--- config.mk ---
export PLATFORM = sky130hd
export DESIGN_NAME = bdc_sequencer
export DESIGN_NICKNAME = d
export VERILOG_FILES = /design/src/hdl/bdc_pkg.sv /design/src/hdl/bdc_sequencer.sv
export SDC_FILE = /design/constraint.sdc
export NUM_CORES = 1
export LEC_CHECK = 0
export BUFFER_PORTS_ARGS = -buffer_cell sky130_fd_sc_hd__buf_2
export CAP_MARGIN = 20
export CORE_MARGIN = 8
export CORE_UTILIZATION = 43
export CTS_BUF_LIST = sky130_fd_sc_hd__clkbuf_4 sky130_fd_sc_hd__clkbuf_8 sky130_fd_sc_hd__clkbuf_16
export DETAILED_ROUTE_END_ITERATION = 8
export HOLD_SLACK_MARGIN = 0.02
export MAX_ROUTING_LAYER = met4
export PLACE_DENSITY = 0.75
export SETUP_SLACK_MARGIN = 0.2
export SLEW_MARGIN = 20
export SYNTH_ARGS = -nofsm -noshare
export SYNTH_HDL_FRONTEND = slang
export SYNTH_SLANG_ARGS = --single-unit
--- constraint.sdc ---
create_clock -name clk -period 2.1 [get_ports clk]
set_clock_uncertainty 0.05 [all_clocks]
set_input_delay 0.105 -clock clk [delete_from_list [all_inputs] [get_ports clk]]
set_output_delay 0.105 -clock clk [all_outputs]
set_load 0.02 [all_outputs]
--- src/hdl/bdc_pkg.sv ---
// ----------------------------------------------------------------------------
// bdc_pkg: shared types, codes and microcode for the Bezier evaluator
// Holds field widths, the control word and status layouts, and the
// read-only microprogram that drives the interpolation datapath.
// ----------------------------------------------------------------------------
`default_nettype none

package bdc_pkg;

  localparam int MAX_POINTS_DEF = 16;
  localparam int COORD_W        = 32;
  localparam int T_W            = 17;
  localparam int CNT_W          = 5;
  localparam int IDX_W          = 4;
  localparam int FRAC_W         = 16;
  localparam int PROD_W         = COORD_W + T_W + 1;
  localparam int STEP_W         = 4;

  localparam logic [T_W-1:0] T_ONE = T_W'(65536);

  // opcodes of an input beat
  localparam logic OP_LOAD   = 1'b0;
  localparam logic OP_SAMPLE = 1'b1;

  // jump conditions
  localparam logic [2:0] C_NONE        = 3'd0;
  localparam logic [2:0] C_ALWAYS      = 3'd1;
  localparam logic [2:0] C_START       = 3'd2;
  localparam logic [2:0] C_LEN_ZERO    = 3'd3;
  localparam logic [2:0] C_LEN_ONE     = 3'd4;
  localparam logic [2:0] C_MORE_PAIRS  = 3'd5;
  localparam logic [2:0] C_MORE_LEVELS = 3'd6;
  localparam logic [2:0] C_OUT_FREE    = 3'd7;

  // read address selects
  localparam logic [1:0] ADDR_ZERO = 2'd0;
  localparam logic [1:0] ADDR_IDX1 = 2'd1;
  localparam logic [1:0] ADDR_IDX2 = 2'd2;

  // microprogram step addresses
  localparam logic [STEP_W-1:0] S_IDLE  = 4'd0;
  localparam logic [STEP_W-1:0] S_CHK0  = 4'd1;
  localparam logic [STEP_W-1:0] S_CHK1  = 4'd2;
  localparam logic [STEP_W-1:0] S_LVL0  = 4'd3;
  localparam logic [STEP_W-1:0] S_LVL1  = 4'd4;
  localparam logic [STEP_W-1:0] S_MUL   = 4'd5;
  localparam logic [STEP_W-1:0] S_WRITE = 4'd6;
  localparam logic [STEP_W-1:0] S_LEND  = 4'd7;
  localparam logic [STEP_W-1:0] S_FIN   = 4'd8;
  localparam logic [STEP_W-1:0] S_OUT   = 4'd9;
  localparam logic [STEP_W-1:0] S_ZERO  = 4'd10;

  typedef struct packed {
    logic [2:0]        cond;
    logic [STEP_W-1:0] target;
    logic              hold;
    logic              rd_en;
    logic [1:0]        addr_sel;
    logic              a_ld;
    logic              mul_en;
    logic              wr_en;
    logic              idx_inc;
    logic              lvl_dec;
    logic              out_ld;
    logic              out_zero;
  } cw_t;

  typedef struct packed {
    logic start;
    logic out_free;
    logic len_zero;
    logic len_one;
    logic more_pairs;
    logic more_levels;
  } stat_t;

  // Microprogram. Next step is target when cond holds, else the same step
  // when hold is set, else the following step.
  function automatic cw_t ucode(input logic [STEP_W-1:0] step);
    cw_t w;
    w = '0;
    case (step)
      S_IDLE: begin
        w.cond   = C_START;
        w.target = S_CHK0;
        w.hold   = 1'b1;
      end
      S_CHK0: begin
        w.cond   = C_LEN_ZERO;
        w.target = S_ZERO;
      end
      S_CHK1: begin
        w.cond   = C_LEN_ONE;
        w.target = S_FIN;
      end
      S_LVL0: begin
        w.rd_en    = 1'b1;
        w.addr_sel = ADDR_ZERO;
      end
      S_LVL1: begin
        w.a_ld     = 1'b1;
        w.rd_en    = 1'b1;
        w.addr_sel = ADDR_IDX1;
      end
      S_MUL: begin
        w.mul_en = 1'b1;
        w.a_ld   = 1'b1;
      end
      S_WRITE: begin
        w.wr_en    = 1'b1;
        w.idx_inc  = 1'b1;
        w.rd_en    = 1'b1;
        w.addr_sel = ADDR_IDX2;
        w.cond     = C_MORE_PAIRS;
        w.target   = S_MUL;
      end
      S_LEND: begin
        w.lvl_dec = 1'b1;
        w.cond    = C_MORE_LEVELS;
        w.target  = S_LVL0;
      end
      S_FIN: begin
        w.rd_en    = 1'b1;
        w.addr_sel = ADDR_ZERO;
      end
      S_OUT: begin
        w.out_ld = 1'b1;
        w.cond   = C_OUT_FREE;
        w.target = S_IDLE;
        w.hold   = 1'b1;
      end
      S_ZERO: begin
        w.out_ld   = 1'b1;
        w.out_zero = 1'b1;
        w.cond     = C_OUT_FREE;
        w.target   = S_IDLE;
        w.hold     = 1'b1;
      end
      default: begin
        w.cond   = C_ALWAYS;
        w.target = S_IDLE;
      end
    endcase
    return w;
  endfunction

endpackage

`default_nettype wire

--- src/hdl/bdc_sequencer.sv ---
// ----------------------------------------------------------------------------
// bdc_sequencer: microcode step counter
// Fetches the control word for the current step and picks the next step
// from the word's jump condition and the datapath status.
// ----------------------------------------------------------------------------
`default_nettype none

module bdc_sequencer (
  input  logic           clk,
  input  logic           rst,
  input  bdc_pkg::stat_t stat,
  output bdc_pkg::cw_t   cw,
  output logic           idle
);
  import bdc_pkg::*;

  logic [STEP_W-1:0] step;
  logic [STEP_W-1:0] step_next;
  logic              taken;

  assign cw   = ucode(step);
  assign idle = (step == S_IDLE);

  always_comb begin
    case (cw.cond)
      C_NONE:        taken = 1'b0;
      C_ALWAYS:      taken = 1'b1;
      C_START:       taken = stat.start;
      C_LEN_ZERO:    taken = stat.len_zero;
      C_LEN_ONE:     taken = stat.len_one;
      C_MORE_PAIRS:  taken = stat.more_pairs;
      C_MORE_LEVELS: taken = stat.more_levels;
      C_OUT_FREE:    taken = stat.out_free;
      default:       taken = 1'b0;
    endcase
  end

  always_comb begin
    if (taken) begin
      step_next = cw.target;
    end else if (cw.hold) begin
      step_next = step;
    end else begin
      step_next = step + STEP_W'(1);
    end
  end

  always_ff @(posedge clk) begin
    if (rst) begin
      step <= S_IDLE;
    end else begin
      step <= step_next;
    end
  end

endmodule

`default_nettype wire

==> results of run 1 <==
report_power, final:
| group | internal [mW] | leakage, nW | switching (mW) | total (mW) |
|---|---|---|---|---|
| logic | 0.720 | 0.433 | 0.897 | 1.62 |
| registers | 0.116 | 0.0354 | 0.0747 | 0.191 |
| clock network | 0.0847 | 0.0184 | 0.0400 | 0.125 |
stage by stage:
| step | setup TNS [ns] | power, mW | hold WS (ns) | instances | worst slack (ns) |
|---|---|---|---|---|---|
| global placement | 0 | 1.45 | 0.263 | 130 | 0.0963 |
| detailed placement | -0.0159 | 1.48 | 0.260 | 130 | -0.0103 |
| floorplan | 0 | 1.16 | 0.117 | 88 | 0.202 |
| global route | 0 | 2.07 | 0.0293 | 137 | 0.0284 |
| CTS | 0 | 1.76 | 0.0228 | 135 | 0.0847 |
| finish | 0 | 1.93 | 0.0313 | 137 | 0.0805 |
synthesized netlist by cell type (2+ instances only):
library cell  n
a21oi_1       9
nor2_1        6
and2_1        5
nor3b_1       5
buf_4         4
dfxtp_1       4
ha_1          4
inv_1         4
mux2i_1       4
buf_2         3
nor3_1        3
a21o_1        2
a311oi_1      2
and3b_1       2
nand3_1       2
nor2b_1       2
nor4_1        2
o21ai_0       2
final timing paths:
path | startpoint | end | slack, ns
setup / recovery | step[1] | step[3] | 0.08
hold / removal | rst | step[0] | 0.03
setup reg to reg | step[1] | step[3] | 0.08
hold reg to reg | step[1] | step[1] | 0.66
logic make-up (layout without fill, tap and decap cells):
family,Yosys count,count (layout),share of synthesized area [%]
AOI/OAI and AO/OA,28,28,31.1
xor gates and xnor gates,2,2,2.53
adders and majority gates,4,4,7.23
buffers and inverters,13,46,10.8
DFF,4,4,11.6
muxes,5,5,7.96
and+or+nand+nor,32,32,28.8
layout make-up:
| type | instances | share of cell area, % |
|---|---|---|
| well taps | 16 | 1.79 |
| flip-flops and latches | 4 | 8.29 |
| clock buffers | 4 | 2.69 |
| multi-input cells | 71 | 65.4 |
| inverters | 4 | 1.79 |
| repair buffers | 38 | 20.0 |
what timing repair did:
item                                   in CTS  in global routing
setup endpoints to repair                  15                 11
gates resized for setup                    15                 12
endpoints found under the hold margin       0                  0
pin swaps                                   5                 11
buffers inserted                            1                  2
per-layer routing:
layer  share of wire, %  vias up
li1                   -      393
met1                 41      391
met2                 53       26
met3                5.3        4
met4                1.4        0
met5                  0        -
==> flow_summary.json, run 1 <==
{
  "finalHoldViolCount": 0,
  "synthCells": 88,
  "dr.pass1.iters": 4,
  "path_delay_family": "simple AND/OR/NAND/NOR gates",
  "crit_buf_inv": 1,
  "numCtsBuffers": 3,
  "use_met2_pct": 23.9,
  "cp_slowest_stage_delay_ns": 0.50,
  "vias": 814,
  "hold_depth": 2,
  "fill_cells": 122,
  "ys_seq_elements": 4,
  "setup_viol_count_final": 0,
  "ctsHtreeMaxLevel": 1,
  "largest_register_ffs": 4,
  "synth-edff-count": 0,
  "arrival_ns": 2.12,
  "cp_num_cells": 6,
  "gr-usage-all-layers_pct": 13.7,
  "syn_avg_cell_area_um2": 7.86,
  "cp-start-kind": "flop",
  "synthArstFlopShare_pct": 0,
  "place_area_um2": 927,
  "grt_pass1_vias": 789,
  "utilization_pct": 74.2,
  "maxSlewViolCount": 0,
  "critPathRequiredTime_ns": 2.20,
  "tightest_slew_ns": 0.364,
  "cts_tree": "done",
  "clockBufferDepth": 2,
  "fmax_mhz": 495,
  "period_share_pct": 96.2,
  "final-seq-area_um2": 92.6,
  "final_common_cell": "buf_2",
  "rows": 14,
  "reg2reg_depth": 6,
  "routed_wl_mm": 2.32,
  "endpoint_kind": "flop",
  "path_clk_slew_ns": 0.04,
  "ir_worst_vdd_v": 0.000965,
  "ios": 27,
  "design_area_um2": 1120,
  "antenna_found_initial": 0,
  "busiest_layer": "met2",
  "die_w_um": 56.1,
  "dieArea_um2": 3150,
  "worst_skew_pair.late_latency_ns": 0.24,
  "vias_per_cell": 5.94,
  "yosysTopAreaCell": "dfxtp_1",
  "hpwl_mm": 1.74,
  "avgRoutedWirePerCell_um": 16.9,
  "critical_path_class": "flop to flop",
  "start_util_pct": 45.9,
  "use_met3_pct": 4.57,
  "grt_overflow": 0,
  "p_leak_nw": 0.487,
  "crit_slowest_cell": "or4_4",
  "die_y_um": 56.1,
  "top_register": "step",
  "p_per_area_nw_per_um2": 1730,
  "min_period_ns": 2.02,
  "use_met1_pct": 14.6,
  "grt_max_degree": 14,
  "crit_fanout": 8,
  "drt-initial-drc-count": 9,
  "reg_top3": "step (4)",
  "status": "completed",
  "route.detailed.drc": 0,
  "rsz0062_at_grt": "true",
  "maxCapViolCount": 0,
  "ctsHoldBuffers": 0,
  "area_growth_pct": 61.5,
  "num_antenna_cells": 0,
  "syn_area_um2": 692,
  "synth_top_cell_area_share_pct": 11.6,
  "grt_pass1_wl_mm": 3.57,
  "synth-main-ff-cell": "dfxtp_1",
  "numPortBuffers": 26,
  "relSlewSlack_pct": 75.7,
  "hold_class": "input port to flop",
  "ys_seq_area_share_pct": 11.6,
  "place.gp.congestion": 0.823,
  "layout.nets": 134,
  "core_um2": 1510,
  "cts.sinks": 4,
  "yosys_warnings": 0,
  "drive_gt1_share_pct": 62.8,
  "multiInputGateArea_um2": 731,
  "layout_common_cells": "buf_2 (26), buf_4 (11), nor2_1 (6)",
  "cts-root-buf": "clkbuf_4",
  "synth.net_count": 100,
  "antenna_left": 0,
  "yosys-top-cells-area": "dfxtp_1 (12%), ha_1 (7.2%), a21oi_1 (6.5%)",
  "crit_chain": "inv_4, ha_4, or4_4, o21ai_4, mux2_4, a311oi_2",
  "synthDistinctLibCells": 41
}
Power figures use the tool's default switching activity.
==> run 2: changes to the inputs <==
--- a/config.mk
+++ b/config.mk
@@ -7,7 +7,6 @@
 export LEC_CHECK = 0
 export BUFFER_PORTS_ARGS = -buffer_cell sky130_fd_sc_hd__buf_2
 export CAP_MARGIN = 20
-export CORE_MARGIN = 8
 export CORE_UTILIZATION = 43
 export CTS_BUF_LIST = sky130_fd_sc_hd__clkbuf_4 sky130_fd_sc_hd__clkbuf_8 sky130_fd_sc_hd__clkbuf_16
 export DETAILED_ROUTE_END_ITERATION = 8
==> flow_summary.json, run 2 (synthesis results as in run 1) <==
{
  "min_to": "step[3]",
  "cts_tree": "done",
  "crit_chain": "inv_4, ha_4, o21bai_4, a2111oi_4, a2bb2oi_4, mux2_4, a21oi_2, a311oi_2",
  "p_sw_mw": 1.02,
  "die_w_um": 42.1,
  "worstHoldStart": "stat[2]",
  "grt_overflow": 0,
  "rsz0062_at_grt": "true",
  "critPathRequiredTime_ns": 2.19,
  "routed_wl_mm": 2.18,
  "reg_top3": "step (4)",
  "numCtsBuffers": 3,
  "numPortBuffers": 26,
  "crit_slowest_cell": "a2111oi_4",
  "gr-usage-all-layers_pct": 25.4,
  "vias": 814,
  "drt-initial-drc-count": 20,
  "status": "completed",
  "setup_viol_count_final": 0,
  "hold_class": "input port to flop",
  "ios": 27,
  "relSlewSlack_pct": 75.0,
  "crit_fanout": 8,
  "num_antenna_cells": 0,
  "period_share_pct": 97.5,
  "antenna_found_initial": 0,
  "tightest_slew_ns": 0.375,
  "reg2reg_depth": 8,
  "worst_skew_pair.late_latency_ns": 0.24,
  "cp-start-kind": "flop",
  "place.gp.congestion": 0.833,
  "top_register": "step",
  "final_common_cell": "buf_2",
  "pwr-share-seq_pct": 9.8,
  "maxCapViolCount": 0,
  "largest_register_ffs": 4,
  "avgRoutedWirePerCell_um": 14.8,
  "arrival_ns": 2.14,
  "p_per_area_nw_per_um2": 1700,
  "ir_worst_vdd_v": 0.00107,
  "dieArea_um2": 1770,
  "grt_pass1_wl_mm": 3.43,
  "endpoint_kind": "flop",
  "core_um2": 1510,
  "hpwl_mm": 1.40,
  "layout_common_cells": "buf_2 (27), buf_4 (19), a21oi_1 (7)",
  "die_y_um": 42.1,
  "cp_slowest_stage_delay_ns": 0.42,
  "path_clk_slew_ns": 0.04,
  "hold_slack_ns": 0.319,
  "cts-root-buf": "clkbuf_4",
  "finalNonFillerCells": 147,
  "ctsHtreeMaxLevel": 1,
  "reg2reg_to": "step[1]",
  "place_area_um2": 927,
  "tns_ns": 0,
  "area_growth_pct": 71.4,
  "rrSetupSlack_ns": 0.05,
  "vias_per_cell": 5.54,
  "intPower_uw": 993,
  "drive_gt1_share_pct": 61.1,
  "utilization_pct": 78.7,
  "rows": 14,
  "p_sw_share_pct": 50.7,
  "grt_pass1_vias": 752,
  "grt_max_degree": 14,
  "route.detailed.drc": 0,
  "start_util_pct": 45.9,
  "cts.sinks": 4,
  "maxSlewViolCount": 0,
  "clockBufferDepth": 2,
  "p_leak_nw": 0.531,
  "fill_cells": 98,
  "hold_depth": 4,
  "critPathLaunch": "step[1]",
  "dr.pass1.iters": 4,
  "fmax_mhz": 488,
  "antenna_left": 0,
  "finalHoldViolCount": 0,
  "layout.nets": 144,
  "p_clk_share_pct": 6.0,
  "min_period_ns": 2.05,
  "r2r_start": "step[1]",
  "design_area_um2": 1190,
  "critical_path_class": "flop to flop",
  "comb_power_share_pct": 84.2,
  "dp.cells": 130
}
## run 2: final cells by class
class / instances / area (um2) / share of cell area, %
clock buffers: 4 / 30.0 / 2.53
inverters: 4 / 20.0 / 1.69
repair buffers: 48 / 299 / 25.2
well taps: 16 / 20.0 / 1.69
multi-input cells: 71 / 724 / 61.1
flip-flops and latches: 4 / 92.6 / 7.81
## run 2: timing repair
action,4_1_cts,5_1_grt
pin swaps,6,8
endpoints found under the setup margin,10,10
buffers inserted,8,4
hold endpoints to repair,3,0
gates resized for setup,16,10
hold buffers,1,0
## run 2: stage by stage
step / power, mW / setup WS, ns
4_1_cts: 1.79 / 0.101
2_1_floorplan: 1.16 / 0.202
3_3_place_gp: 1.46 / -0.0118
6_report: 2.02 / 0.0520
5_1_grt: 2.15 / -0.0305
3_5_place_dp: 1.49 / -0.0521
## run 2: worst max-delay path, delay by kind of cell (launching register included)
kind	cells	cell delay, ns
flops	1	0.36
buf+inv	1	0.06
fa+ha+maj	1	0.21
mux	1	0.22
compound gates	5	1.04
## run 2: power by group through the flow
stage | Combinational [mW] | Clock (mW) | Sequential (mW)
2_1_floorplan | 1.02 | 0 | 0.143
3_3_place_gp | 1.28 | 0 | 0.175
3_5_place_dp | 1.31 | 0 | 0.177
4_1_cts | 1.48 | 0.124 | 0.190
5_1_grt | 1.81 | 0.129 | 0.205
6_report | 1.70 | 0.122 | 0.198
## run 2: routing by layer
metal,vias up,wire length [um],part of all wire (%),track usage [%]
met5,-,0,0,-
met4,0,0,0,1.88
met3,0,65,3.0,3.88
met2,17,1130,52,44.1
met1,386,979,45,32.6
li1,411,-,-,-
## run 2: worst max-delay path by stage
stage / endpoint / depth (start not counted) / slack [ns]
after detailed placement: step[1] / 9 / -0.05
after floorplan: step[1] / 7 / 0.20
after CTS: step[1] / 7 / 0.10
after global routing: step[1] / 8 / -0.03
final: step[1] / 8 / 0.05
after global placement: step[1] / 7 / -0.01
